**src/hdl/scmap_ram.sv**
```systemverilog
// ----------------------------------------------------------------------------
// scmap_ram
// Generic single-port-write, single-port-read RAM with registered read data.
// ----------------------------------------------------------------------------
module scmap_ram #(
  parameter int unsigned WIDTH = 8,
  parameter int unsigned DEPTH = 256
) (
  input  logic                     clk_i,
  input  logic                     we_i,
  input  logic [$clog2(DEPTH)-1:0] waddr_i,
  input  logic [WIDTH-1:0]         wdata_i,
  input  logic [$clog2(DEPTH)-1:0] raddr_i,
  output logic [WIDTH-1:0]         rdata_o
);

  logic [WIDTH-1:0] mem_q [DEPTH];
  logic [WIDTH-1:0] rdata_q;

  always_ff @(posedge clk_i) begin
    if (we_i) begin
      mem_q[waddr_i] <= wdata_i;
    end
    rdata_q <= mem_q[raddr_i];
  end

  assign rdata_o = rdata_q;

endmodule

```
**config.mk**
```make
export PLATFORM = sky130hd
export DESIGN_NAME = scmap_ram
export DESIGN_NICKNAME = d
export VERILOG_FILES = /design/src/hdl/scmap_ram.sv
export SDC_FILE = /design/constraint.sdc
export NUM_CORES = 2
export LEC_CHECK = 0
export ABC_AREA = 1
export CELL_PAD_IN_SITES_DETAIL_PLACEMENT = 2
export CELL_PAD_IN_SITES_GLOBAL_PLACEMENT = 2
export CORE_MARGIN = 5
export CORE_UTILIZATION = 25
export DETAILED_ROUTE_END_ITERATION = 12
export DONT_BUFFER_PORTS = 1
export PLACE_DENSITY = 0.51
export SKIP_CTS_REPAIR_TIMING = 1
export SYNTH_ARGS = -nofsm -noshare
export SYNTH_HDL_FRONTEND = slang
export SYNTH_SLANG_ARGS = --single-unit
```
**constraint.sdc**
```tcl
create_clock -name clk_i -period 1.7 [get_ports clk_i]
set_input_delay 0.085 -clock clk_i [delete_from_list [all_inputs] [get_ports clk_i]]
set_output_delay 0.085 -clock clk_i [all_outputs]
set_load 0.01 [all_outputs]
```
==> results_tabular.tex <==
\begin{tabular}{lr}
\hline
Metric & Value \\
\hline
\multicolumn{2}{l}{\textbf{Detailed routing}} \\
Number of DRC markers in iteration 0 & $\sim$4,200 \\
Routed len/inst & approximately 27 um \\
Total Routed Length & 324,000 um \\
Via count of the routed design & $\sim$57,000 \\
Average vias per placed instance & $\sim$4.8 \\
TritonRoute pass-1 iters & 5 \\
Remaining antenna violation count & 0 \\
Remaining design rule violation count & 0 \\
\multicolumn{2}{l}{\textbf{Global route}} \\
Largest net degree at the start of global routing & around 1,000 \\
Sum of overflow across all layers after global routing & 0 \\
Overall Global Routing Usage & 17.3\% \\
Antenna violations before repair & 16 \\
Via count of the first global-routing pass & 61,400 \\
Wire length of the first global-routing pass & 444,000 um \\
\multicolumn{2}{l}{\textbf{Synthesis}} \\
Area leader, netlist & sky130\_fd\_sc\_hd\_\_edfxtp\_1 \\
Leading register cell type out of synthesis & sky130\_fd\_sc\_hd\_\_edfxtp\_1 \\
Number of distinct library cells after synthesis & 14 \\
Yosys reg bits & a little over 2,000 \\
Syn\_area\_per\_cell & between 10 and 15 um\^{}2 \\
Top post-synthesis cells by count & sky130\_fd\_sc\_hd\_\_nand2\_1, sky130\_fd\_sc\_hd\_\_edfxtp\_1, sky130\_fd\_sc\_hd\_\_nand3\_1 \\
Gate count after technology mapping & about 7,000 \\
Yosys warning total & 0 \\
Most instantiated library cell after synthesis & sky130\_fd\_sc\_hd\_\_nand2\_1 \\
Area of the mapped netlist & about 83,000 um\^{}2 \\
Synth top area cells & sky130\_fd\_sc\_hd\_\_edfxtp\_1, sky130\_fd\_sc\_hd\_\_nand3\_1, sky130\_fd\_sc\_hd\_\_nand2\_1 \\
EDFF count, synth & 2,048 \\
Synth top area share & approximately 74\% \\
Fraction of the yosys area taken by sequential cells & around three quarters \\
Fraction of registers with async set or reset after synthesis & 0\% \\
Post-Syn Nets & around 7,000 \\
\multicolumn{2}{l}{\textbf{Worst setup path}} \\
Data arrival time of the critical path & roughly 2700 ps \\
Kind of end point of the critical path & register \\
Worst setup SP type & input port \\
Biggest fanout along the worst timing path & 257 \\
Setup CP Type & input port to register \\
Required @ worst endpoint & between 2000 and 3000 ps \\
\multicolumn{2}{l}{\textbf{Clock network}} \\
Clock latency reported for the late side of the worst-skew pair & around 900 ps \\
CTS clock-pin slew for the worst setup and hold paths & around 60 ps \\
Max Buffers Root-to-Sink & 4 \\
Number of clock sinks seen by CTS & between 2,000 and 2,500 \\
CTS tree & built \\
H-tree Lvls & 4 \\
Cell at the root of the clock tree & sky130\_fd\_sc\_hd\_\_clkbuf\_16 \\
Total clock buffers created by CTS & about 240 \\
\multicolumn{2}{l}{\textbf{Floorplan}} \\
Area inside the core boundary & 333,000 um\^{}2 \\
Full die area & about 350,000 um\^{}2 \\
Top-level I/O count & 34 \\
Initial cell density of the core & about a quarter \\
Die X-Extent & 588 um \\
Die outline height & 588 um \\
Placement Rows & 212 \\
\multicolumn{2}{l}{\textbf{Timing}} \\
Final Skew & a little over 50 ps \\
Final worst path period share & 109\% \\
Final setup fails & 8 \\
Number of failing hold endpoints at the final stage & around 1,700 \\
Highest clock frequency the design can meet & roughly 540 MHz \\
Worst-case headroom to the max-slew limit & a little under a fifth \\
Slew at the pin closest to its max-slew limit & between 1000 and 1500 ps \\
Crit path setup slack, layout & -156 ps \\
Setup repair after global routing missed its margin & yes \\
Setup TNS & -694 ps \\
Min cycle time layout & around 1900 ps \\
Count of pins over their slew limit & 0 \\
Worst hold slack across all endpoints & -656 ps \\
\multicolumn{2}{l}{\textbf{Layout}} \\
Area overhead of the layout relative to synthesis & 22.4\% \\
Final net count & between 7,000 and 8,000 \\
Number of standard cells in the layout, taps in and fillers out & about 12,000 \\
Layout cells sized above 1 & between 10\% and 20\% \\
\multicolumn{2}{l}{\textbf{Run}} \\
Max Cap Viol & 0 \\
\multicolumn{2}{l}{\textbf{Power}} \\
VDD IR max & 0.901 mV \\
Cell Pwr Density & $\sim$1100 nW/um\^{}2 \\
Leak Pwr & approximately 36 nW \\
\multicolumn{2}{l}{\textbf{Place}} \\
Placed Instances & between 10,000 and 15,000 \\
Number of I/O port buffers & 0 \\
Half-perimeter wire length after placement & approximately 170,000 um \\
Placer Congestion & about 0.75 \\
\multicolumn{2}{l}{\textbf{Min path}} \\
Worst min path class & input port to register \\
\multicolumn{2}{l}{\textbf{Outcome}} \\
Outcome & finished with violations \\
Violations in the final reports & hold timing, setup timing \\
\hline
\end{tabular}
==> layout make-up <==
cell class	instances	area, um^2
antenna	11	27.5
clock inverter	147	1010
multi-input combinational	4425	20800
sequential	2056	61700
inverter	39	184
fill	35000	231000
tap	4387	5490
timing repair buffer	643	6540
clock buffer	303	6360
==> critical path: stages <==
cell	delay [ps]
sky130_fd_sc_hd__inv_8	510
sky130_fd_sc_hd__buf_4	400
sky130_fd_sc_hd__buf_4	230
sky130_fd_sc_hd__nand3_1	200
sky130_fd_sc_hd__nand3_1	130
sky130_fd_sc_hd__nand3_1	130
sky130_fd_sc_hd__nand3_1	110
sky130_fd_sc_hd__nand3_1	160
sky130_fd_sc_hd__nand2_2	150
sky130_fd_sc_hd__nand2_1	60
sky130_fd_sc_hd__nand2_1	50
==> layer usage <==
layer / GRT usage, % / share of wire, %
met1: 23.2 / 45
met2: 30.1 / 49
met3: 1.92 / 3.4
met4: 3.46 / 1.9
met5: 0 / 0.0022
==> layout by cell type (no fill, tap or decap), types with 7 or more instances in the layout <==
master / count
sky130_fd_sc_hd__nand2_2: 21
sky130_fd_sc_hd__edfxtp_1: 2048
sky130_fd_sc_hd__dfxtp_1: 8
sky130_fd_sc_hd__clkinv_1: 73
sky130_fd_sc_hd__clkbuf_16: 266
sky130_fd_sc_hd__nor2_1: 283
sky130_fd_sc_hd__diode_2: 11
sky130_fd_sc_hd__nand2_1: 2101
sky130_fd_sc_hd__buf_12: 81
sky130_fd_sc_hd__nand3_2: 230
sky130_fd_sc_hd__nand3_4: 37
sky130_fd_sc_hd__buf_16: 12
sky130_fd_sc_hd__clkinv_2: 51
sky130_fd_sc_hd__buf_6: 13
sky130_fd_sc_hd__buf_4: 507
sky130_fd_sc_hd__dlygate4sd3_1: 8
sky130_fd_sc_hd__bufinv_16: 7
sky130_fd_sc_hd__inv_1: 34
sky130_fd_sc_hd__nand3_1: 1752
sky130_fd_sc_hd__clkbuf_1: 56
==> registers in the layout, summed over array words and instances, names as in the netlist <==
register and cells:
mem_q 2048, rdata_o 8
==> final timing paths <==
kind,start,to,slack (ps),cells after the start
worst min register to register,mem_q[90][1]$_DFFE_PP_,rdata_o[1]$_DFF_P_,1000,10
worst max-delay path,raddr_i[2],rdata_o[7]$_DFF_P_,-160,11
worst max register to register,mem_q[167][5]$_DFFE_PP_,rdata_o[5]$_DFF_P_,10,10
worst min-delay path,raddr_i[7],rdata_o[7]$_DFF_P_,-660,2
==> cell families (layout without fill, tap and decap cells) <==
logic type | Yosys count | count (layout) | synth area share [%]
buffers and inverters | 522 | 1132 | 3.12
flip-flops | 2056 | 2056 | 73.9
AND/OR/NAND/NOR | 4425 | 4425 | 22.9
other | 0 | 11 | 0
==> power by group <==
group / leakage [nW] / total, mW / switching [mW] / internal, mW
Sequential: 18.5 / 56.0 / 0.109 / 55.9
Combinational: 13.6 / 6.83 / 4.65 / 2.19
Clock: 3.61 / 49.1 / 21.6 / 27.5
==> per-stage QoR <==
step | instance area, um^2 | hold WS [ps] | worst slack (ps) | utilization (%) | total power [mW]
after CTS | 99400 | -762 | -523 | 29.9 | 112
final | 102000 | -656 | -156 | 30.7 | 112
after global placement | 92000 | 230 | -1530 | 27.7 | 62.4
after global routing | 102000 | -714 | -47.2 | 30.7 | 116
after detailed placement | 92000 | 222 | -1530 | 27.7 | 62.5
after floorplan | 83400 | 184 | 124 | - | 60.4
(Power assumes the default switching activity.)
