**src/hdl/scmap_pkg.sv**
```systemverilog
// ----------------------------------------------------------------------------
// scmap_pkg
// Shared types and constants of the sorted character-keyed map.
// ----------------------------------------------------------------------------
package scmap_pkg;

  localparam int unsigned CAPACITY_DEF    = 256;
  localparam int unsigned VALUE_WIDTH_DEF = 32;

  localparam logic OP_LOOKUP = 1'b0;
  localparam logic OP_ASSIGN = 1'b1;

  typedef struct packed {
    logic        opcode;
    logic [7:0]  key;
    logic [31:0] data_word;
  } in_item_t;

  typedef struct packed {
    logic [31:0] read_value;
    logic        hit;
    logic        dropped;
  } out_item_t;

endpackage

```
**src/hdl/scmap_ctrl.sv**
```systemverilog
// ----------------------------------------------------------------------------
// scmap_ctrl
// Sequencer: binary search over the key memory, overwrite or ordered insert
// with an entry-by-entry shift, and the result register.
// ----------------------------------------------------------------------------
module scmap_ctrl #(
  parameter int unsigned CAPACITY    = 256,
  parameter int unsigned VALUE_WIDTH = 32
) (
  input  logic                        clk_i,
  input  logic                        rst_ni,
  input  logic                        in_valid_i,
  output logic                        in_ready_o,
  input  scmap_pkg::in_item_t         in_item_i,
  output logic                        out_valid_o,
  input  logic                        out_ready_i,
  output scmap_pkg::out_item_t        out_item_o,
  input  logic [31:0]                 dflt_i,
  output logic [$clog2(CAPACITY)-1:0] rd_addr_o,
  input  logic [7:0]                  rd_key_i,
  input  logic [VALUE_WIDTH-1:0]      rd_val_i,
  output logic [$clog2(CAPACITY)-1:0] wr_addr_o,
  output logic                        key_we_o,
  output logic [7:0]                  wr_key_o,
  output logic                        val_we_o,
  output logic [VALUE_WIDTH-1:0]      wr_val_o
);
  import scmap_pkg::*;

  localparam int unsigned AW = $clog2(CAPACITY);
  localparam int unsigned CW = $clog2(CAPACITY + 1);

  typedef enum logic [2:0] {
    ST_IDLE, ST_SEARCH, ST_PROBE, ST_COMPARE, ST_SHIFT, ST_INSERT, ST_FINISH
  } state_e;

  state_e             state_q;
  logic [CW-1:0]      cnt_q, lo_q, hi_q, mid_q, n_q;
  logic [AW-1:0]      dest_q;
  logic               pend_q;
  logic               op_q;
  logic [7:0]         key_q;
  logic [VALUE_WIDTH-1:0] nv_q;
  out_item_t          res_q, out_q;
  logic               out_valid_q;

  logic [CW:0]        sum;
  logic [CW-1:0]      mid;
  logic               present;
  logic               full;

  assign sum     = {1'b0, lo_q} + {1'b0, hi_q};
  assign mid     = CW'(sum >> 1);
  assign present = (lo_q < cnt_q) && (rd_key_i == key_q);
  assign full    = (cnt_q == CW'(CAPACITY));

  assign in_ready_o  = (state_q == ST_IDLE);
  assign out_valid_o = out_valid_q;
  assign out_item_o  = out_q;

  always_comb begin
    rd_addr_o = '0;
    wr_addr_o = '0;
    key_we_o  = 1'b0;
    val_we_o  = 1'b0;
    wr_key_o  = rd_key_i;
    wr_val_o  = rd_val_i;
    unique case (state_q)
      ST_SEARCH: begin
        rd_addr_o = (lo_q == hi_q) ? lo_q[AW-1:0] : mid[AW-1:0];
      end
      ST_COMPARE: begin
        wr_addr_o = lo_q[AW-1:0];
        wr_val_o  = nv_q;
        val_we_o  = (op_q == OP_ASSIGN) && present;
      end
      ST_SHIFT: begin
        rd_addr_o = AW'(n_q - CW'(1));
        wr_addr_o = dest_q;
        key_we_o  = pend_q;
        val_we_o  = pend_q;
      end
      ST_INSERT: begin
        wr_addr_o = lo_q[AW-1:0];
        wr_key_o  = key_q;
        wr_val_o  = nv_q;
        key_we_o  = 1'b1;
        val_we_o  = 1'b1;
      end
      default: begin
      end
    endcase
  end

  always_ff @(posedge clk_i or negedge rst_ni) begin
    if (!rst_ni) begin
      state_q     <= ST_IDLE;
      cnt_q       <= '0;
      lo_q        <= '0;
      hi_q        <= '0;
      mid_q       <= '0;
      n_q         <= '0;
      dest_q      <= '0;
      pend_q      <= 1'b0;
      op_q        <= OP_LOOKUP;
      key_q       <= '0;
      nv_q        <= '0;
      res_q       <= '0;
      out_q       <= '0;
      out_valid_q <= 1'b0;
    end else begin
      if (out_valid_q && out_ready_i && (state_q != ST_FINISH)) begin
        out_valid_q <= 1'b0;
      end
      unique case (state_q)
        ST_IDLE: begin
          if (in_valid_i) begin
            op_q    <= in_item_i.opcode;
            key_q   <= in_item_i.key;
            nv_q    <= VALUE_WIDTH'(in_item_i.data_word);
            lo_q    <= '0;
            hi_q    <= cnt_q;
            state_q <= ST_SEARCH;
          end
        end
        ST_SEARCH: begin
          if (lo_q == hi_q) begin
            state_q <= ST_COMPARE;
          end else begin
            mid_q   <= mid;
            state_q <= ST_PROBE;
          end
        end
        ST_PROBE: begin
          if (rd_key_i < key_q) begin
            lo_q <= mid_q + CW'(1);
          end else begin
            hi_q <= mid_q;
          end
          state_q <= ST_SEARCH;
        end
        ST_COMPARE: begin
          res_q.hit        <= present;
          res_q.dropped    <= (op_q == OP_ASSIGN) && !present && full;
          res_q.read_value <= (op_q == OP_LOOKUP) ?
                              (present ? 32'(rd_val_i) : dflt_i) : '0;
          if ((op_q == OP_LOOKUP) || present || full) begin
            state_q <= ST_FINISH;
          end else begin
            n_q     <= cnt_q;
            pend_q  <= 1'b0;
            state_q <= ST_SHIFT;
          end
        end
        ST_SHIFT: begin
          if (n_q > lo_q) begin
            dest_q <= n_q[AW-1:0];
            pend_q <= 1'b1;
            n_q    <= n_q - CW'(1);
          end else begin
            pend_q  <= 1'b0;
            state_q <= ST_INSERT;
          end
        end
        ST_INSERT: begin
          cnt_q   <= cnt_q + CW'(1);
          state_q <= ST_FINISH;
        end
        ST_FINISH: begin
          if (!out_valid_q || out_ready_i) begin
            out_q       <= res_q;
            out_valid_q <= 1'b1;
            state_q     <= ST_IDLE;
          end
        end
        default: begin
          state_q <= ST_IDLE;
        end
      endcase
    end
  end

  a_cnt_bound : assert property (@(posedge clk_i) disable iff (!rst_ni)
    cnt_q <= CW'(CAPACITY))
    else $error("entry count beyond capacity");

  a_cnt_step : assert property (@(posedge clk_i) disable iff (!rst_ni)
    (cnt_q != $past(cnt_q)) |-> (cnt_q == $past(cnt_q) + CW'(1)))
    else $error("entry count moved by more than one");

  a_search_order : assert property (@(posedge clk_i) disable iff (!rst_ni)
    (state_q == ST_SEARCH) |-> (lo_q <= hi_q && hi_q <= cnt_q))
    else $error("search bounds crossed");

  a_shift_above : assert property (@(posedge clk_i) disable iff (!rst_ni)
    (state_q == ST_SHIFT && key_we_o) |-> ({1'b0, wr_addr_o} > lo_q))
    else $error("shift wrote at or below insert position");

  a_out_from_finish : assert property (@(posedge clk_i) disable iff (!rst_ni)
    $rose(out_valid_q) |-> $past(state_q == ST_FINISH))
    else $error("result raised outside finish");

endmodule

```
**config.mk**
```make
export PLATFORM = sky130hd
export DESIGN_NAME = scmap_ctrl
export DESIGN_NICKNAME = d
export VERILOG_FILES = /design/src/hdl/scmap_pkg.sv /design/src/hdl/scmap_ctrl.sv
export SDC_FILE = /design/constraint.sdc
export NUM_CORES = 1
export LEC_CHECK = 0
export BUFFER_PORTS_ARGS = -buffer_cell sky130_fd_sc_hd__buf_2
export CELL_PAD_IN_SITES_DETAIL_PLACEMENT = 0
export CELL_PAD_IN_SITES_GLOBAL_PLACEMENT = 1
export CORE_ASPECT_RATIO = 0.8
export CORE_MARGIN = 10
export CORE_UTILIZATION = 41
export DETAILED_ROUTE_END_ITERATION = 12
export GPL_TIMING_DRIVEN = 0
export PLACE_DENSITY = 0.82
export SLEW_MARGIN = 10
export SYNTH_ARGS = -nofsm -noshare
export SYNTH_HDL_FRONTEND = slang
export SYNTH_SLANG_ARGS = --single-unit
```
**constraint.sdc**
```tcl
create_clock -name clk_i -period 2.9 [get_ports clk_i]
set_input_delay 0.29 -clock clk_i [delete_from_list [all_inputs] [get_ports clk_i]]
set_output_delay 0.29 -clock clk_i [all_outputs]
set_load 0.01 [all_outputs]
```
==> results.sh <==
export IMPL_synthCells=882
export IMPL_crit_chain="ha_1 > inv_1 > fa_2 > nor2b_2 > o21ai_2 > a21oi_2 > a2111oi_2 > or4_4 > nand3_2 > buf_6"
export IMPL_pwr_density_cell_nw_per_um2=1040
export IMPL_p_switching_uw=4850
export IMPL_viasPerCell=5.21
export IMPL_die_y_um=151
export IMPL_start_util=0.422
export IMPL_dr_pass1_iters=5
export IMPL_synth_edf_count=0
export IMPL_totalWireLength_um=27500
export IMPL_yosysWarnings=0
export IMPL_root_buffer="clkbuf_16"
export IMPL_rsz0062_at_grt="yes"
export IMPL_gr_usage_all_layers=0.196
export IMPL_grt_pass1_wl_um=42800
export IMPL_r2r_start="cnt_q[6]"
export IMPL_cp_start_kind="flip-flop"
export IMPL_drive_above_1_share=0.361
export IMPL_syn_area_um2=8830
export IMPL_seqPwrFrac=0.344
export IMPL_worstSkewPairLatency_ns=0.44
export IMPL_r2r_cells=9
export IMPL_grt_antenna_before_repair=3
export IMPL_synth_ff_type="dfrtp_1"
export IMPL_nNetsFinal=1284
export IMPL_postSynthAreaPerCell_um2=10.0
export IMPL_p_int_uw=6770
export IMPL_async_flop_share=1.00
export IMPL_r2r_setup_slack_ns=0.25
export IMPL_drt_initial_drc_count=461
export IMPL_finClkSkew_ns=0.0198
export IMPL_cp_data_arrival_time_ns=2.62
export IMPL_min_path_type="input pin to flip-flop"
export IMPL_clockBufferDepth=2
export IMPL_min_to="nv_q[16]"
export IMPL_timing_rr_end="res_q[31]"
export IMPL_final_cell_mix="buf_2 (219), nand2_1 (206), dfrtp_1 (161)"
export IMPL_grt_pass1_vias=7568
export IMPL_syn_nets=1038
export IMPL_cts_buffers=17
export IMPL_tritoncts="built"
export IMPL_grt_max_degree=107
export IMPL_cts_sinks=167
export IMPL_outcome="finished, violations left"
export IMPL_ys_ff_latch=167
export IMPL_cp_slowest_cell="or4_4"
export IMPL_power_leakage_uw=0.00542
export IMPL_drtAntennaViolNets=0
export IMPL_fin_crit_ns=2.91
export IMPL_clk_pin_slew_worst_paths_ns=0.09
export IMPL_ys_types=60
export IMPL_final_max_slew_viol_count=0
export IMPL_drc_errors=0
export IMPL_setup_violations_final=1
export IMPL_drv_cap=0
export IMPL_cp_required_ns=2.61
export IMPL_clockPowerShare=0.201
export IMPL_crit_family="simple AND/OR/NAND/NOR gates"
export IMPL_wire_per_inst_um=19.5
export IMPL_fin_ws_ns=-0.0143
export IMPL_power_uw=11600
export IMPL_overflow=0
export IMPL_worst_pin_slew_ns=0.677
export IMPL_crit_buf_inv=2
export IMPL_crit_fanout=2
export IMPL_layout_commonest_cell="buf_2"
export IMPL_place_hpwl_um=20800
export IMPL_comb_power_share=0.455
export IMPL_endpoint_kind="primary output"
export IMPL_whs_ns=0.0324
export IMPL_vias=7345
export IMPL_fin_crit_sh=1.00
export IMPL_gp_congestion=0.892
export IMPL_cpPeakStageDelay_ns=0.56
export IMPL_hp_start="in_item_i[16]"
export IMPL_syn_to_final_growth_pct=26.7
export IMPL_hold_viol=0
export IMPL_violations="negative setup slack"
export IMPL_die_width_um=184
export IMPL_dieArea_um2=27900
export IMPL_io_buffers=210
export IMPL_hold_path_depth=3
export IMPL_ir_worst_vdd_mv=0.469
export IMPL_p_sw_frac=0.417
export IMPL_ys_seq_area_frac=0.473
export IMPL_h_tree_depth=4
export IMPL_row_count=47
export IMPL_path_class="flip-flop to primary output"
export IMPL_io_pins=211
export IMPL_core_area_um2=20900
export IMPL_max_freq_mhz=343
export IMPL_relSlewSlack=0.547
==> layer usage <==
layer | up-vias | wire length (um) | global-route usage
met5 | - | 16 | 0
met4 | 4 | 476 | 0.0675
met3 | 34 | 1630 | 0.0464
met2 | 201 | 12400 | 0.290
met1 | 3553 | 12900 | 0.275
li1 | 3553 | - | -
==> tightest hold or removal path, stage by stage <==
cell	delay (ns)
buf_2	0.07
nand2_1	0.04
nand2_1	0.04
==> stage by stage <==
stage	instance area [um2]	setup TNS, ns	utilization	std cells	setup slack, ns
2_1_floorplan	8830	0	-	882	0.547
3_3_place_gp	10200	-193.14	0.488	1361	-1.17
3_5_place_dp	10300	0	0.490	1362	0.0322
4_1_cts	11100	-0.0234	0.531	1404	-0.0234
5_1_grt	11200	-0.151	0.535	1411	-0.123
6_report	11200	-0.0143	0.535	1411	-0.0143
==> repair_timing <==
action / 4_1_cts / 5_1_grt
pin swaps: 8 / 7
buffers inserted: 10 / 6
gates resized for setup: 38 / 14
setup endpoints to repair: 48 / 30
endpoints found under the hold margin: 61 / 0
hold buffers: 1 / 0
==> synth_stat cells (all sizes together) (4+ instances only) <==
library cell	n	share of area
nand4	5	0.0035
a21o	4	0.0034
xnor2	17	0.017
o2bb2ai	4	0.0040
clkbuf	27	0.011
a21oi	20	0.011
nor2	22	0.0093
nand2b	4	0.0028
nor2b	4	0.0028
a22o	9	0.0089
nor4	5	0.0035
xor2	9	0.0089
and2	5	0.0035
inv	34	0.014
mux2i	41	0.046
dfrtp	167	0.47
a211oi	5	0.0054
nor3	9	0.0075
o22ai	5	0.0035
nand2	209	0.089
mux2	86	0.11
ha	38	0.054
nand3	14	0.0079
buf	17	0.011
o21ai	78	0.044
a22oi	8	0.0074
==> power groups by stage <==
stage / Combinational, uW / Sequential (uW) / Clock [uW]
detailed placement: 4940 / 4020 / 0
finish: 5280 / 4000 / 2330
global route: 5880 / 4110 / 2470
floorplan: 3200 / 3920 / 0
global placement: 4850 / 4000 / 0
CTS: 5230 / 3990 / 2370
==> kinds of logic after synthesis <==
logic type | count (synthesis) | synth area share
DFF | 167 | 0.473
xor gates and xnor gates | 26 | 0.0258
AOI/OAI and AO/OA | 151 | 0.105
muxes | 127 | 0.157
and+or+nand+nor | 294 | 0.146
adders and majority gates | 39 | 0.0561
buffers and inverters | 78 | 0.0371
==> final cells by class <==
type | instances | area (um2)
Clock inverter | 15 | 198
Fill cell | 1932 | 9740
Timing Repair Buffer | 228 | 1220
Buffer | 43 | 206
Sequential cell | 167 | 4190
Multi-Input combinational cell | 637 | 4490
Tap cell | 269 | 337
Inverter | 34 | 128
Clock buffer | 17 | 425
Antenna cell | 1 | 2.50
==> worst max path at each step <==
| stage | start | endpoint | slack [ns] | depth (start not counted) |
|---|---|---|---|---|
| after floorplan | lo_q[0] | rd_addr_o[7] | 0.55 | 9 |
| after global placement | rst_ni | hi_q[5] | -1.17 | 1 |
| after detailed placement | cnt_q[4] | n_q[3] | 0.03 | 11 |
| after CTS | lo_q[0] | rd_addr_o[7] | -0.02 | 10 |
| after global routing | lo_q[0] | rd_addr_o[7] | -0.12 | 10 |
| final | lo_q[0] | rd_addr_o[7] | -0.01 | 10 |
==> registers in the layout, summed over array words and instances, names as in the netlist <==
register     cells
out_item_o      34
res_q           34
nv_q            32
cnt_q            9
hi_q             9
lo_q             9
mid_q            9
n_q              9
dest_q           8
key_q            8
state_q          3
op_q             1
out_valid_o      1
pend_q           1
Power figures use the tool's default switching activity.
